### src/rtl/rgru_div.sv
module rgru_div #(
    parameter int NUM_W = 40,
    parameter int DEN_W = 32
) (
    input  logic             i_clk,
    input  logic             i_rst_n,
    input  logic             i_start,
    input  logic [NUM_W-1:0] i_num,
    input  logic [DEN_W-1:0] i_den,
    output logic             o_done,
    output logic [NUM_W-1:0] o_quot
);

    localparam int CNT_W = $clog2(NUM_W + 1);

    logic [NUM_W-1:0] r_quot, n_quot;
    logic [DEN_W:0]   r_rem, n_rem;
    logic [DEN_W-1:0] r_den;
    logic [CNT_W-1:0] r_cnt, n_cnt;
    logic             r_busy, n_busy;
    logic             r_done, n_done;
    logic [DEN_W:0]   w_trial;

    always_comb begin
        n_quot  = r_quot;
        n_rem   = r_rem;
        n_cnt   = r_cnt;
        n_busy  = r_busy;
        n_done  = 1'b0;
        w_trial = {r_rem[DEN_W-1:0], r_quot[NUM_W-1]};
        if (i_start) begin
            n_quot = i_num;
            n_rem  = '0;
            n_cnt  = CNT_W'(NUM_W);
            n_busy = 1'b1;
        end else if (r_busy) begin
            if (w_trial >= {1'b0, r_den}) begin
                n_rem  = w_trial - {1'b0, r_den};
                n_quot = {r_quot[NUM_W-2:0], 1'b1};
            end else begin
                n_rem  = w_trial;
                n_quot = {r_quot[NUM_W-2:0], 1'b0};
            end
            n_cnt = r_cnt - 1'b1;
            if (r_cnt == CNT_W'(1)) begin
                n_busy = 1'b0;
                n_done = 1'b1;
            end
        end
    end

    always_ff @(posedge i_clk) begin
        if (!i_rst_n) begin
            r_busy <= 1'b0;
            r_done <= 1'b0;
            r_cnt  <= '0;
        end else begin
            r_busy <= n_busy;
            r_done <= n_done;
            r_cnt  <= n_cnt;
        end
        r_quot <= n_quot;
        r_rem  <= n_rem;
        if (i_start) begin
            r_den <= i_den;
        end
    end

    assign o_done = r_done;
    assign o_quot = r_quot;

endmodule

### config.mk
export PLATFORM = sky130hd
export DESIGN_NAME = rgru_div
export DESIGN_NICKNAME = d
export VERILOG_FILES = /design/src/rtl/rgru_div.sv
export SDC_FILE = /design/constraint.sdc
export NUM_CORES = 1
export LEC_CHECK = 0
export ABC_AREA = 0
export BUFFER_PORTS_ARGS = -buffer_cell sky130_fd_sc_hd__buf_2
export CORE_MARGIN = 2
export CORE_UTILIZATION = 47
export CTS_BUF_LIST = sky130_fd_sc_hd__clkbuf_8 sky130_fd_sc_hd__clkbuf_16
export CTS_CLUSTER_DIAMETER = 200
export DETAILED_ROUTE_END_ITERATION = 16
export PLACE_DENSITY = 0.81
export SYNTH_ARGS = -nofsm -noshare
export SYNTH_HDL_FRONTEND = slang
export SYNTH_SLANG_ARGS = --single-unit
### constraint.sdc
create_clock -name i_clk -period 7.4 [get_ports i_clk]
set_input_delay 0.74 -clock i_clk [delete_from_list [all_inputs] [get_ports i_clk]]
set_output_delay 0.74 -clock i_clk [all_outputs]
set_load 0.005 [all_outputs]
# Word-level counts from Yosys, hierarchy flattened

Index checks and enable logic that the tools add are counted.

Add/sub/neg operators: 2
Magnitude comparators: 1
Equality and inequality tests: 1
Multiplexer cells: 10
Bitwise logic cells: 2
Reduce and logical (&&, ||, !) cells: 3

Operators by type and width:

| operator            | count |
|---|---|
| $mux 40             | 2 |
| $ge 33x32->1        | 1 |
| $mux 32             | 1 |
| $sub 32x32->32      | 1 |
| $mux 6              | 2 |
| $eq 6x1->1 const B  | 1 |
| $sub 6x1->6 const B | 1 |
| $mux 1              | 5 |
| $reduce_or 3->1     | 1 |
| $not 1->1           | 2 |
| $reduce_bool 2->1   | 1 |
| $reduce_or 2->1     | 1 |

Register bits: 112
Input port bits: 75
Logic and storage cells: 26

# Longest topological paths before layout

Gate-level depths: netlist (run 1).

Depth after elaboration: 4
Mapped depth: 14
Gate-level depth less buffers: 12

# Worst setup path before layout (run 1)

No wires, ideal clock.

Path type: register -> register
Start point: reg r_quot[39], in the netlist o_quot[39]
End point: reg r_rem[28]
Library setup time: 122 ps
Arrival time: 2709 ps
Data required time: 7278 ps
Setup slack: 4569 ps
Cell stages (with the launch flop): 13
Period minus slack after synthesis: 2831 ps
Path through: edfxtp_1 -> inv_1 -> ha_1 -> fa_1 -> nor2b_1 -> o31a_1 -> a41oi_2 -> o311ai_1 -> a21oi_2 -> a21oi_1 -> xnor2_1 -> nor3_1 -> a311o_1

Longest elaborated chain between the ends: 2
Elaborated cells between the ends (all ways): 3
Those cells by class: 1 x add/sub; 1 x order compare; 1 x mux

RTL lines:

| element                                        | line   | source |
|---|---|---|
| from (decl)                                    | 16     | `logic [NUM_W-1:0] r_quot, n_quot;` |
| from (signal assigned)                         | 62     | `r_quot <= n_quot;` |
| $sub 32x32->32 or $ge 33x32->1 (tied branches) | 38, 37 |  |
| $mux 32 (*)                                    | 37     | `if (w_trial >= {1'b0, r_den}) begin` |
| to (signal assigned)                           | 63     | `r_rem <= n_rem;` |
| to (decl)                                      | 17     | `logic [DEN_W:0] r_rem, n_rem;` |

Mark *: on every way between the ends. The rest lies on a longest branch, timed or not.
A chain may end at the register's enable or synchronous reset.

# Worst setup path after layout (run 1)

Start point: reg r_den[10]
End point: reg r_rem[5]

Longest elaborated chain between the ends: 2

RTL lines:

| element                | line | source |
|---|---|---|
| from (decl)            | 18   | `logic [DEN_W-1:0] r_den;` |
| from (signal assigned) | 65   | `r_den <= i_den;` |
| $ge 33x32->1           | 37   |  |
| $mux 32                | 37   |  |

Every way passes these cells.

==> results of run 1 <==
==> worst paths after layout <==
| check | endpoint | slack [ns] | depth (start not counted) |
|---|---|---|---|
| setup / recovery | r_rem[5]$_SDFFE_PP0P_ | 3.83 | 12 |
| hold reg to reg | r_rem[16]$_SDFFE_PP0P_ | 0.51 | 2 |
| hold / removal | r_rem[16]$_SDFFE_PP0P_ | 0.51 | 2 |
| setup reg to reg | r_rem[5]$_SDFFE_PP0P_ | 3.83 | 12 |
==> power breakdown <==
group	switching [mW]	total, mW	internal [mW]
sequential	0.0343	0.765	0.731
clock	0.249	0.488	0.239
combinational	0.247	0.437	0.190
total	0.530	1.69	1.16
==> per-layer routing <==
| layer | wire length [um] | vias to the layer above |
|---|---|---|
| met5 | 0 | - |
| li1 | - | 2404 |
| met1 | 6290 | 2343 |
| met3 | 949 | 18 |
| met2 | 6820 | 168 |
| met4 | 206 | 0 |
==> cells in the final DEF (no fill, tap or decap), types with 4 or more instances in the layout <==
master,count
xnor2_1,19
o311ai_1,4
buf_2,114
a21oi_1,32
nand2b_1,5
a311oi_1,5
o21a_1,6
o22ai_1,4
buf_4,5
a211oi_1,26
nor4_1,4
xor2_1,8
nand3_1,6
nor3_1,10
ha_1,34
edfxtp_1,72
o21ai_0,16
a21o_1,13
nand2_1,37
o21ai_1,6
mux2i_1,21
inv_1,41
clkbuf_16,9
nand4_1,8
nor2_1,54
mux2_2,40
dfxtp_1,39
==> sequential cells by signal, indices dropped and copies added, names as in the netlist <==
name,flops
o_done,1
r_busy,1
r_rem,32
r_den,32
o_quot,40
r_cnt,6
==> cell families after synthesis <==
| kind of cell | Yosys count |
|---|---|
| compound gates | 146 |
| mux | 61 |
| flops | 112 |
| simple gates | 145 |
| buf+inv | 70 |
| fa+ha+maj | 35 |
| xor+xnor | 27 |
==> final cells by class <==
cell class	count	area, um^2	area share [%]
clock buffers	9	225	3.08
clock inverters	7	70.1	0.957
inverters	42	158	2.15
multi-input cells	414	3070	42.0
flip-flops and latches	112	2960	40.5
well taps	176	220	3.01
repair buffers	119	608	8.31
==> per-stage QoR <==
step	util, %	instance area, um^2	total power [mW]
3_5_place_dp	53.0	7020	1.21
3_3_place_gp	53.0	7020	1.19
6_report	55.3	7320	1.69
5_1_grt	55.3	7320	1.78
4_1_cts	55.3	7320	1.70
2_1_floorplan	-	6370	1.10
==> tightest hold or removal path: stages, from the launching register on <==
cell      delay (ns)
dfxtp_1         0.32
nor2_1          0.08
a211oi_1        0.05
==> cells in the mapped netlist (4+ instances only) <==
cell type / number
o21a_1: 6
xor2_1: 8
o21ai_1: 6
nand2_1: 37
mux2i_1: 21
nor2_1: 54
clkbuf_1: 15
nor4_1: 4
o21ai_0: 16
mux2_2: 40
nand2b_1: 5
a211oi_1: 26
dfxtp_1: 40
o311ai_1: 4
o22ai_1: 4
xnor2_1: 19
nand3_1: 6
nor3_1: 10
a311oi_1: 5
ha_1: 34
edfxtp_1: 72
inv_1: 41
nand4_1: 8
a21o_1: 13
a21oi_1: 32
==> flow_results.xml, run 1 <==
<?xml version="1.0" encoding="UTF-8"?>
<metrics>
  <group name="finish">
    <metric name="flow.area_growth_from_synthesis" unit="%">14.9</metric>
    <metric name="layout.cells.non_filler" unit="">879</metric>
    <metric name="insertedDiodeCount" unit="">0</metric>
    <metric name="post_route_cells_drive_above_1_share" unit="%">27.2</metric>
    <metric name="layout.filler_cells" unit="">1154</metric>
    <metric name="num-nets-final" unit="">808</metric>
  </group>
  <group name="timing">
    <metric name="grt_setup_unrepaired" unit="">no</metric>
    <metric name="timing.fmax" unit="MHz">280</metric>
    <metric name="final_max_slew_viol_count" unit="">0</metric>
    <metric name="timing.final.crit_share" unit="%">48.2</metric>
    <metric name="tmin_final" unit="ns">3.57</metric>
    <metric name="max-slew-margin-rel" unit="%">36.5</metric>
    <metric name="final.setup.worst_slack" unit="ns">3.83</metric>
    <metric name="clk_skew" unit="ns">0.00929</metric>
    <metric name="setup_viol_count_final" unit="">0</metric>
    <metric name="finalHoldViolations" unit="">0</metric>
    <metric name="setup_total_negative_slack" unit="ns">0</metric>
    <metric name="worst-slew-pin-transition" unit="ns">0.953</metric>
    <metric name="worst_hold_slack" unit="ns">0.507</metric>
  </group>
  <group name="grt">
    <metric name="grt_start_max_net_pins" unit="">67</metric>
    <metric name="globalRouteMet2Util" unit="%">33.7</metric>
    <metric name="global_route.usage.met1" unit="%">26.6</metric>
    <metric name="grt.met3_usage" unit="%">5.47</metric>
    <metric name="global_route_wire_length_before_repair" unit="um">24100</metric>
    <metric name="global_route.overflow_total" unit="">0</metric>
    <metric name="grtUsageTotal" unit="%">20.6</metric>
    <metric name="initial_antenna_violation_count" unit="">0</metric>
    <metric name="top_usage_layer" unit="">met2</metric>
    <metric name="grt_pass1_vias" unit="">4989</metric>
  </group>
  <group name="floorplan">
    <metric name="floorplan.core_area" unit="um^2">13200</metric>
    <metric name="die_height" unit="um">120</metric>
    <metric name="die_x" unit="um">120</metric>
    <metric name="ios" unit="">116</metric>
    <metric name="row_count" unit="">42</metric>
    <metric name="initial_core_util" unit="%">48.1</metric>
    <metric name="die_area" unit="um^2">14500</metric>
  </group>
  <group name="place">
    <metric name="gpl.final_weighted_congestion" unit="">0.922</metric>
    <metric name="io_buffer_count" unit="">115</metric>
    <metric name="dpl.hpwl" unit="um">10400</metric>
    <metric name="post-place-ws" unit="ns">3.85</metric>
    <metric name="dp.cells" unit="">863</metric>
  </group>
  <group name="cts">
    <metric name="numClockSinks" unit="">112</metric>
    <metric name="cts_repair_resize_count" unit="">0</metric>
    <metric name="clkTransAtPathRegs" unit="ns">0.08</metric>
    <metric name="clkLatencyLatePin" unit="ns">0.36</metric>
    <metric name="post-cts-setup-buffer-count" unit="">0</metric>
    <metric name="ctsHtreeMaxLevel" unit="">3</metric>
    <metric name="tritoncts" unit="">yes</metric>
    <metric name="postCtsHoldBufs" unit="">0</metric>
    <metric name="cts_max_path_buffers" unit="">2</metric>
    <metric name="cts_inserted_buffers" unit="">9</metric>
    <metric name="clockRootBuffer" unit="">clkbuf_16</metric>
  </group>
  <group name="detailed_routing">
    <metric name="drt_pass_1_iters" unit="">5</metric>
    <metric name="num_vias" unit="">4933</metric>
    <metric name="drt-initial-drc-count" unit="">373</metric>
    <metric name="drc_violations_left" unit="">0</metric>
    <metric name="ant_nets" unit="">0</metric>
    <metric name="drt-wirelength-per-cell" unit="um">16.2</metric>
    <metric name="route.final.wire_length" unit="um">14300</metric>
    <metric name="vias_cell" unit="">5.61</metric>
  </group>
  <group name="yosys">
    <metric name="synth_warnings" unit="">0</metric>
    <metric name="synth_cell_types" unit="">68</metric>
    <metric name="synth_top_family_by_area" unit="">compound AO/OA/AOI/OAI gates</metric>
    <metric name="post_synth_xor_area_fraction" unit="%">3.71</metric>
    <metric name="synth_fa_ha_area_share" unit="%">6.99</metric>
    <metric name="synth-seq-cells" unit="">112</metric>
    <metric name="async_flop_share" unit="%">0</metric>
    <metric name="synth_top_area_share" unit="%">33.9</metric>
    <metric name="synth.cell_area" unit="um^2">6370</metric>
    <metric name="post_synth_inst_count" unit="">596</metric>
    <metric name="seq_area_frac_synth" unit="%">46.5</metric>
    <metric name="syn_nets" unit="">706</metric>
    <metric name="synth_area_per_cell" unit="um^2">10.7</metric>
    <metric name="synthMuxAreaShare" unit="%">10.4</metric>
    <metric name="synthTopCellsByArea" unit="">edfxtp_1 34%, dfxtp_1 13%, mux2_2 7.1%, ha_1 6.7%, mux2i_1 3.3%</metric>
    <metric name="synth_compound_area_share" unit="%">16.3</metric>
    <metric name="synth-main-ff-cell" unit="">edfxtp_1</metric>
    <metric name="post-synth-top-area-cell" unit="">edfxtp_1</metric>
    <metric name="yosys.area_share.simple" unit="%">10.9</metric>
    <metric name="synth-edff-count" unit="">72</metric>
  </group>
  <group name="worst_setup_path">
    <metric name="crit_slowest_cell" unit="">or2_1</metric>
    <metric name="cpPeakStageDelay" unit="ns">0.76</metric>
    <metric name="path_buf_inv" unit="">2</metric>
    <metric name="timing.critical_path.mode_cell" unit="">a21o_1</metric>
    <metric name="timing.critical_path.fanout_max" unit="">20</metric>
    <metric name="arrival" unit="ns">3.83</metric>
    <metric name="cp_cell_sequence" unit="">inv_1 -&gt; ha_1 -&gt; a21o_1 -&gt; a21o_1 -&gt; a21oi_1 -&gt; or3_4 -&gt; o211a_4 -&gt; nor3_4 -&gt; or2_1 -&gt; buf_4 -&gt; mux2i_1 -&gt; a211oi_1</metric>
    <metric name="crit_required" unit="ns">7.66</metric>
    <metric name="family_with_the_most_delay_on_the_worst_path" unit="">simple AND/OR/NAND/NOR gates</metric>
    <metric name="startpoint_of_the_lowest_slack_register_to_register_path" unit="">r_den[10]$_DFFE_PP_</metric>
    <metric name="timing.setup.critical_path_class" unit="">reg -&gt; reg</metric>
    <metric name="critPathCaptureType" unit="">register</metric>
    <metric name="critPathLaunch" unit="">r_den[10]$_DFFE_PP_</metric>
    <metric name="setup.worst_path.start_class" unit="">register</metric>
  </group>
  <group name="status">
    <metric name="run_status" unit="">finished, final reports clean</metric>
  </group>
  <group name="pwr">
    <metric name="power_density" unit="nW/um^2">231</metric>
    <metric name="cellLeakagePower" unit="nW">3.04</metric>
    <metric name="vdd_ir_max" unit="V">0.000147</metric>
  </group>
  <group name="worst_hold_path">
    <metric name="hold_start" unit="">r_rem[16]$_SDFFE_PP0P_</metric>
    <metric name="min-delay-path-class" unit="">reg -&gt; reg</metric>
  </group>
  <group name="job">
    <metric name="max_cap_viol_count" unit="">0</metric>
  </group>
</metrics>
No activity file was read; power rests on OpenSTA's default activity.
==> run 2, diff against run 1 <==
==> constraint.sdc (replaced) <==
create_clock -name i_clk -period 3.7 [get_ports i_clk]
set_input_delay 0.37 -clock i_clk [delete_from_list [all_inputs] [get_ports i_clk]]
set_output_delay 0.37 -clock i_clk [all_outputs]
set_load 0.005 [all_outputs]
==> run 2 against run 1 <==
Net effect:
- power is 100% higher
- die area stayed put
- via count up 0.14%
- critical path depth did not move
- combinational power increased by 100%
- non-clock buffer count increased by 4
- cell count is 0.46% higher
- highest routed layer unchanged
==> flow_results.xml, run 2 (synthesis gave the netlist of run 1 again) <==
<?xml version="1.0" encoding="UTF-8"?>
<metrics>
  <group name="pwr">
    <metric name="power.sequential.fraction" unit="%">44.2</metric>
    <metric name="power_density" unit="nW/um^2">469</metric>
    <metric name="vdd_ir_max" unit="V">0.000432</metric>
    <metric name="cell_internal_pwr" unit="mW">2.40</metric>
    <metric name="swShare" unit="%">30.7</metric>
    <metric name="p_total" unit="mW">3.46</metric>
    <metric name="net_switching" unit="mW">1.06</metric>
    <metric name="cellLeakagePower" unit="nW">3.07</metric>
    <metric name="power_frac_clock" unit="%">30.3</metric>
    <metric name="p_comb_share" unit="%">25.5</metric>
  </group>
  <group name="timing">
    <metric name="timing.final.crit_share" unit="%">86.1</metric>
    <metric name="timing.fmax" unit="MHz">314</metric>
    <metric name="tmin_final" unit="ns">3.19</metric>
    <metric name="setup_total_negative_slack" unit="ns">0</metric>
    <metric name="max-slew-margin-rel" unit="%">57.6</metric>
    <metric name="final_max_slew_viol_count" unit="">0</metric>
    <metric name="worst_hold_slack" unit="ns">0.178</metric>
    <metric name="grt_setup_unrepaired" unit="">no</metric>
    <metric name="setup_viol_count_final" unit="">0</metric>
    <metric name="finalHoldViolations" unit="">0</metric>
    <metric name="worst-slew-pin-transition" unit="ns">0.636</metric>
    <metric name="clk_skew" unit="ns">0.0106</metric>
  </group>
  <group name="place">
    <metric name="gpl.final_weighted_congestion" unit="">0.940</metric>
    <metric name="dp.cells" unit="">867</metric>
    <metric name="io_buffer_count" unit="">115</metric>
    <metric name="placedInstanceArea" unit="um^2">7050</metric>
    <metric name="dpl.hpwl" unit="um">10400</metric>
  </group>
  <group name="cts">
    <metric name="clockRootBuffer" unit="">clkbuf_16</metric>
    <metric name="cts_inserted_buffers" unit="">9</metric>
    <metric name="cts_max_path_buffers" unit="">2</metric>
    <metric name="clkTransAtPathRegs" unit="ns">0.08</metric>
    <metric name="post-cts-setup-buffer-count" unit="">0</metric>
    <metric name="clkLatencyLatePin" unit="ns">0.37</metric>
    <metric name="ctsHtreeMaxLevel" unit="">3</metric>
    <metric name="numClockSinks" unit="">112</metric>
    <metric name="tritoncts" unit="">yes</metric>
    <metric name="postCtsHoldBufs" unit="">0</metric>
    <metric name="cts_repair_resize_count" unit="">0</metric>
  </group>
  <group name="worst_hold_path">
    <metric name="timing.hold.worst_endpoint" unit="">r_den[11]$_DFFE_PP_</metric>
    <metric name="hold_start" unit="">i_den[11]</metric>
    <metric name="min-delay-path-class" unit="">in -&gt; reg</metric>
    <metric name="worstHoldPathCells" unit="">1</metric>
  </group>
  <group name="worst_setup_path">
    <metric name="family_with_the_most_delay_on_the_worst_path" unit="">compound AO/OA/AOI/OAI gates</metric>
    <metric name="timing.setup.critical_path_class" unit="">reg -&gt; reg</metric>
    <metric name="reg_to_reg_slack_setup" unit="ns">0.51</metric>
    <metric name="setup.worst_path.start_class" unit="">register</metric>
    <metric name="arrival" unit="ns">3.46</metric>
    <metric name="startpoint_of_the_lowest_slack_register_to_register_path" unit="">o_quot[39]$_DFFE_PP_</metric>
    <metric name="crit_slowest_cell" unit="">o311ai_1</metric>
    <metric name="timing.critical_path.fanout_max" unit="">6</metric>
    <metric name="critPathCaptureType" unit="">register</metric>
    <metric name="cp_cell_sequence" unit="">inv_1 -&gt; ha_1 -&gt; fa_1 -&gt; nor2b_1 -&gt; o31a_1 -&gt; a41oi_2 -&gt; o311ai_1 -&gt; a21oi_2 -&gt; a21oi_1 -&gt; mux2i_1 -&gt; o21ai_1 -&gt; a311oi_1</metric>
    <metric name="cpPeakStageDelay" unit="ns">0.43</metric>
    <metric name="crit_required" unit="ns">3.97</metric>
    <metric name="critical_path.reg2reg.endpoint" unit="">r_rem[30]$_SDFFE_PP0P_</metric>
    <metric name="worst-r2r-cell-count" unit="">12</metric>
    <metric name="path_buf_inv" unit="">1</metric>
  </group>
  <group name="detailed_routing">
    <metric name="vias_cell" unit="">5.59</metric>
    <metric name="drc_violations_left" unit="">0</metric>
    <metric name="ant_nets" unit="">0</metric>
    <metric name="drt-wirelength-per-cell" unit="um">16.2</metric>
    <metric name="drt-initial-drc-count" unit="">262</metric>
    <metric name="route.final.wire_length" unit="um">14300</metric>
    <metric name="drt_pass_1_iters" unit="">4</metric>
    <metric name="num_vias" unit="">4940</metric>
  </group>
  <group name="finish">
    <metric name="num-nets-final" unit="">812</metric>
    <metric name="final_design_area_no_fill" unit="um^2">7380</metric>
    <metric name="final_common_cell" unit="">buf_2</metric>
    <metric name="most-common-layout-cells" unit="">114 x buf_2, 72 x edfxtp_1, 54 x nor2_1, 41 x inv_1, 40 x mux2_2</metric>
    <metric name="flow.area_growth_from_synthesis" unit="%">15.9</metric>
    <metric name="layout.filler_cells" unit="">1127</metric>
    <metric name="layout.cells.non_filler" unit="">883</metric>
    <metric name="largest_reg_flops" unit="">40</metric>
    <metric name="insertedDiodeCount" unit="">0</metric>
    <metric name="post_route_cells_drive_above_1_share" unit="%">27.6</metric>
  </group>
  <group name="status">
    <metric name="run_status" unit="">finished, final reports clean</metric>
  </group>
  <group name="floorplan">
    <metric name="die_x" unit="um">120</metric>
    <metric name="floorplan.core_area" unit="um^2">13200</metric>
    <metric name="row_count" unit="">42</metric>
    <metric name="die_area" unit="um^2">14500</metric>
    <metric name="die_height" unit="um">120</metric>
    <metric name="ios" unit="">116</metric>
    <metric name="initial_core_util" unit="%">48.1</metric>
  </group>
  <group name="grt">
    <metric name="global_route.overflow_total" unit="">0</metric>
    <metric name="initial_antenna_violation_count" unit="">0</metric>
    <metric name="grtUsageTotal" unit="%">20.3</metric>
    <metric name="grt_pass1_vias" unit="">5093</metric>
    <metric name="grt_start_max_net_pins" unit="">66</metric>
    <metric name="global_route_wire_length_before_repair" unit="um">23800</metric>
  </group>
  <group name="job">
    <metric name="max_cap_viol_count" unit="">0</metric>
  </group>
</metrics>
==> run 2: power by group through the flow <==
| stage | Sequential (mW) | Combinational, mW | Clock, mW |
|---|---|---|---|
| floorplan | 1.55 | 0.660 | 0 |
| global placement | 1.55 | 0.843 | 0 |
| detailed placement | 1.56 | 0.871 | 0 |
| CTS | 1.53 | 0.876 | 1.07 |
| global route | 1.55 | 0.976 | 1.11 |
| finish | 1.53 | 0.883 | 1.05 |
==> run 2: worst register-to-register path, cell delays in order, from the launching register on <==
cell and delay, ns:
edfxtp_1 0.38, inv_1 0.05, ha_1 0.22, fa_1 0.39, nor2b_1 0.19, o31a_1 0.21, a41oi_2 0.23, o311ai_1 0.43
a21oi_2 0.12, a21oi_1 0.29, mux2i_1 0.22, o21ai_1 0.08, a311oi_1 0.28
==> run 2: final cells by class <==
cell class	instances	area, um^2	share of cell area (%)
clock inverters	7	100	1.36
well taps	176	220	2.98
multi-input cells	414	3070	41.6
repair buffers	123	638	8.65
inverters	42	158	2.14
flip-flops and latches	112	2960	40.2
clock buffers	9	225	3.05
==> run 2: routing by layer <==
layer	global-route usage, %	part of all wire, %	up-vias
li1	-	-	2417
met1	25.1	43	2327
met2	34.1	49	177
met3	6.23	6.9	19
met4	6.40	1.5	0
met5	0	0	-
==> run 2: stage by stage <==
stage	setup slack [ns]	utilization (%)
5_1_grt	0.228	55.7
4_1_cts	0.524	55.7
3_5_place_dp	0.548	53.3
6_report	0.515	55.7
3_3_place_gp	0.691	53.3
2_1_floorplan	0.869	-
==> run 2: worst max-delay path by stage <==
stage	start	endpoint	cells past startpoint
finish	o_quot[39]$_DFFE_PP_	r_rem[30]$_SDFFE_PP0P_	12
global route	o_quot[39]$_DFFE_PP_	r_rem[30]$_SDFFE_PP0P_	12
CTS	o_quot[39]$_DFFE_PP_	r_rem[30]$_SDFFE_PP0P_	12
detailed placement	o_quot[39]$_DFFE_PP_	r_rem[30]$_SDFFE_PP0P_	12
global placement	o_quot[39]$_DFFE_PP_	r_rem[28]$_SDFFE_PP0P_	12
floorplan	o_quot[39]$_DFFE_PP_	r_rem[28]$_SDFFE_PP0P_	12
==> run 3, diff against run 2 <==
--- a/config.mk
+++ b/config.mk
@@ -8,11 +8,11 @@
 export ABC_AREA = 0
 export BUFFER_PORTS_ARGS = -buffer_cell sky130_fd_sc_hd__buf_2
 export CORE_MARGIN = 2
-export CORE_UTILIZATION = 47
+export CORE_UTILIZATION = 56
 export CTS_BUF_LIST = sky130_fd_sc_hd__clkbuf_8 sky130_fd_sc_hd__clkbuf_16
 export CTS_CLUSTER_DIAMETER = 200
 export DETAILED_ROUTE_END_ITERATION = 16
-export PLACE_DENSITY = 0.81
+export PLACE_DENSITY = 0.92
 export SYNTH_ARGS = -nofsm -noshare
 export SYNTH_HDL_FRONTEND = slang
 export SYNTH_SLANG_ARGS = --single-unit
==> constraint.sdc (replaced) <==
create_clock -name i_clk -period 3.7 [get_ports i_clk]
set_input_delay 0.37 -clock i_clk [delete_from_list [all_inputs] [get_ports i_clk]]
set_output_delay 0.37 -clock i_clk [all_outputs]
set_load 0.02 [all_outputs]
==> run 3 against run 2 <==
Net effect:
- clock skew fell by 0.0012 ns
- wire length rose by 3.4%
- hold slack improved by 0.0038 ns
- die area fell by 16%
- utilization rose by 11 points
- flip-flop and latch count did not move
- via count rose by 2.1%
- sequential power barely moved
==> flow_results.xml, run 3 (synthesis gave the netlist of run 1 again) <==
<?xml version="1.0" encoding="UTF-8"?>
<metrics>
  <group name="status">
    <metric name="run_status" unit="">finished, final reports clean</metric>
  </group>
  <group name="place">
    <metric name="gpl.final_weighted_congestion" unit="">0.907</metric>
    <metric name="dpl.hpwl" unit="um">10800</metric>
    <metric name="io_buffer_count" unit="">115</metric>
  </group>
  <group name="cts">
    <metric name="numClockSinks" unit="">112</metric>
    <metric name="cts_inserted_buffers" unit="">9</metric>
    <metric name="cts_max_path_buffers" unit="">2</metric>
    <metric name="clockRootBuffer" unit="">clkbuf_16</metric>
    <metric name="post-cts-setup-buffer-count" unit="">0</metric>
    <metric name="postCtsHoldBufs" unit="">0</metric>
    <metric name="clkTransAtPathRegs" unit="ns">0.07</metric>
    <metric name="ctsHtreeMaxLevel" unit="">3</metric>
    <metric name="cts_repair_resize_count" unit="">0</metric>
    <metric name="tritoncts" unit="">yes</metric>
    <metric name="clkLatencyLatePin" unit="ns">0.36</metric>
  </group>
  <group name="timing">
    <metric name="final_max_slew_viol_count" unit="">0</metric>
    <metric name="setup_total_negative_slack" unit="ns">0</metric>
    <metric name="clk_skew" unit="ns">0.00941</metric>
    <metric name="grt_setup_unrepaired" unit="">no</metric>
    <metric name="timing.fmax" unit="MHz">303</metric>
    <metric name="worst-slew-pin-transition" unit="ns">0.779</metric>
    <metric name="finalHoldViolations" unit="">0</metric>
    <metric name="tmin_final" unit="ns">3.30</metric>
    <metric name="max-slew-margin-rel" unit="%">48.1</metric>
    <metric name="timing.final.crit_share" unit="%">89.2</metric>
    <metric name="setup_viol_count_final" unit="">0</metric>
  </group>
  <group name="floorplan">
    <metric name="row_count" unit="">38</metric>
    <metric name="floorplan.core_area" unit="um^2">11000</metric>
    <metric name="die_height" unit="um">111</metric>
    <metric name="initial_core_util" unit="%">58.0</metric>
    <metric name="die_area" unit="um^2">12200</metric>
    <metric name="ios" unit="">116</metric>
    <metric name="die_x" unit="um">111</metric>
  </group>
  <group name="finish">
    <metric name="post_route_cells_drive_above_1_share" unit="%">27.3</metric>
    <metric name="insertedDiodeCount" unit="">0</metric>
    <metric name="num-nets-final" unit="">811</metric>
    <metric name="final_common_cell" unit="">buf_2</metric>
    <metric name="most-common-layout-cells" unit="">114 x buf_2, 72 x edfxtp_1, 54 x nor2_1, 42 x inv_1, 40 x mux2_2</metric>
    <metric name="largest_reg_flops" unit="">40</metric>
    <metric name="post-route-util" unit="%">66.3</metric>
    <metric name="flow.area_growth_from_synthesis" unit="%">14.4</metric>
  </group>
  <group name="pwr">
    <metric name="cellLeakagePower" unit="nW">3.05</metric>
    <metric name="power_density" unit="nW/um^2">466</metric>
    <metric name="vdd_ir_max" unit="V">0.000382</metric>
  </group>
  <group name="worst_setup_path">
    <metric name="crit_required" unit="ns">3.95</metric>
    <metric name="arrival" unit="ns">3.55</metric>
    <metric name="cp_cell_sequence" unit="">inv_1 -&gt; ha_1 -&gt; fa_1 -&gt; nor2b_1 -&gt; o31a_1 -&gt; a41oi_2 -&gt; o311ai_1 -&gt; a21oi_2 -&gt; a21oi_1 -&gt; xnor2_1 -&gt; nor3_1 -&gt; a311o_1</metric>
    <metric name="setup.worst_path.start_class" unit="">register</metric>
    <metric name="critPathCaptureType" unit="">register</metric>
    <metric name="timing.critical_path.fanout_max" unit="">6</metric>
    <metric name="path_buf_inv" unit="">1</metric>
    <metric name="crit_slowest_cell" unit="">o311ai_1</metric>
    <metric name="family_with_the_most_delay_on_the_worst_path" unit="">compound AO/OA/AOI/OAI gates</metric>
    <metric name="timing.setup.critical_path_class" unit="">reg -&gt; reg</metric>
    <metric name="cpPeakStageDelay" unit="ns">0.48</metric>
  </group>
  <group name="detailed_routing">
    <metric name="drt-wirelength-per-cell" unit="um">17.5</metric>
    <metric name="ant_nets" unit="">0</metric>
    <metric name="drt_pass_1_iters" unit="">6</metric>
    <metric name="drc_violations_left" unit="">0</metric>
    <metric name="route.final.wire_length" unit="um">14800</metric>
    <metric name="drt-initial-drc-count" unit="">308</metric>
    <metric name="num_vias" unit="">5044</metric>
    <metric name="vias_cell" unit="">5.96</metric>
  </group>
  <group name="grt">
    <metric name="global_route.overflow_total" unit="">0</metric>
    <metric name="grt_start_max_net_pins" unit="">66</metric>
    <metric name="grtUsageTotal" unit="%">24.3</metric>
    <metric name="global_route_wire_length_before_repair" unit="um">24400</metric>
    <metric name="initial_antenna_violation_count" unit="">0</metric>
    <metric name="grt_pass1_vias" unit="">5099</metric>
  </group>
  <group name="worst_hold_path">
    <metric name="min-delay-path-class" unit="">in -&gt; reg</metric>
  </group>
  <group name="job">
    <metric name="max_cap_viol_count" unit="">0</metric>
  </group>
</metrics>
==> run 3: worst paths after layout <==
kind / startpoint / slack [ns] / endpoint / cells after the start
setup / recovery: o_quot[39]$_DFFE_PP_ / 0.40 / r_rem[28]$_SDFFE_PP0P_ / 12
hold / removal: i_den[31] / 0.18 / r_den[31]$_DFFE_PP_ / 1
setup reg to reg: o_quot[39]$_DFFE_PP_ / 0.40 / r_rem[28]$_SDFFE_PP0P_ / 12
hold reg to reg: r_rem[16]$_SDFFE_PP0P_ / 0.51 / r_rem[16]$_SDFFE_PP0P_ / 2
==> run 3: routing by layer <==
layer  share of wire (%)  global-route usage (%)  wire length [um]
met4                 2.6                    8.67               391
met5                   0                       0                 0
met1                  40                    28.9              5910
met3                 5.8                    6.04               861
met2                  52                    42.6              7610
==> run 3: worst reg2reg max path: stages (launching register included) <==
cell	delay, ns
edfxtp_1	0.38
inv_1	0.05
ha_1	0.21
fa_1	0.39
nor2b_1	0.25
o31a_1	0.23
a41oi_2	0.23
o311ai_1	0.48
a21oi_2	0.13
a21oi_1	0.28
xnor2_1	0.16
nor3_1	0.06
a311o_1	0.32
==> run 3: cell type report <==
class | instances | area, um^2
fill | 806 | 3700
multi-input combinational | 414 | 3070
sequential | 112 | 2960
timing repair buffer | 122 | 643
clock buffer | 9 | 225
tap | 140 | 175
inverter | 42 | 158
clock inverter | 7 | 45.0
==> run 3: per-stage QoR <==
stage	power (mW)	area, um^2	cells	hold WS [ns]	worst slack [ns]
3_5_place_dp	2.50	7010	830	0.500	0.466
2_1_floorplan	2.26	6370	596	0.469	0.747
3_3_place_gp	2.44	7010	830	0.480	0.635
6_report	3.40	7280	846	0.181	0.401
4_1_cts	3.40	7280	846	0.175	0.423
5_1_grt	3.54	7280	846	0.174	0.169
==> run 3: where the power goes <==
group | switching, mW | internal [mW]
Sequential | 0.0679 | 1.46
Combinational | 0.567 | 0.391
Clock | 0.449 | 0.457
Total | 1.08 | 2.31
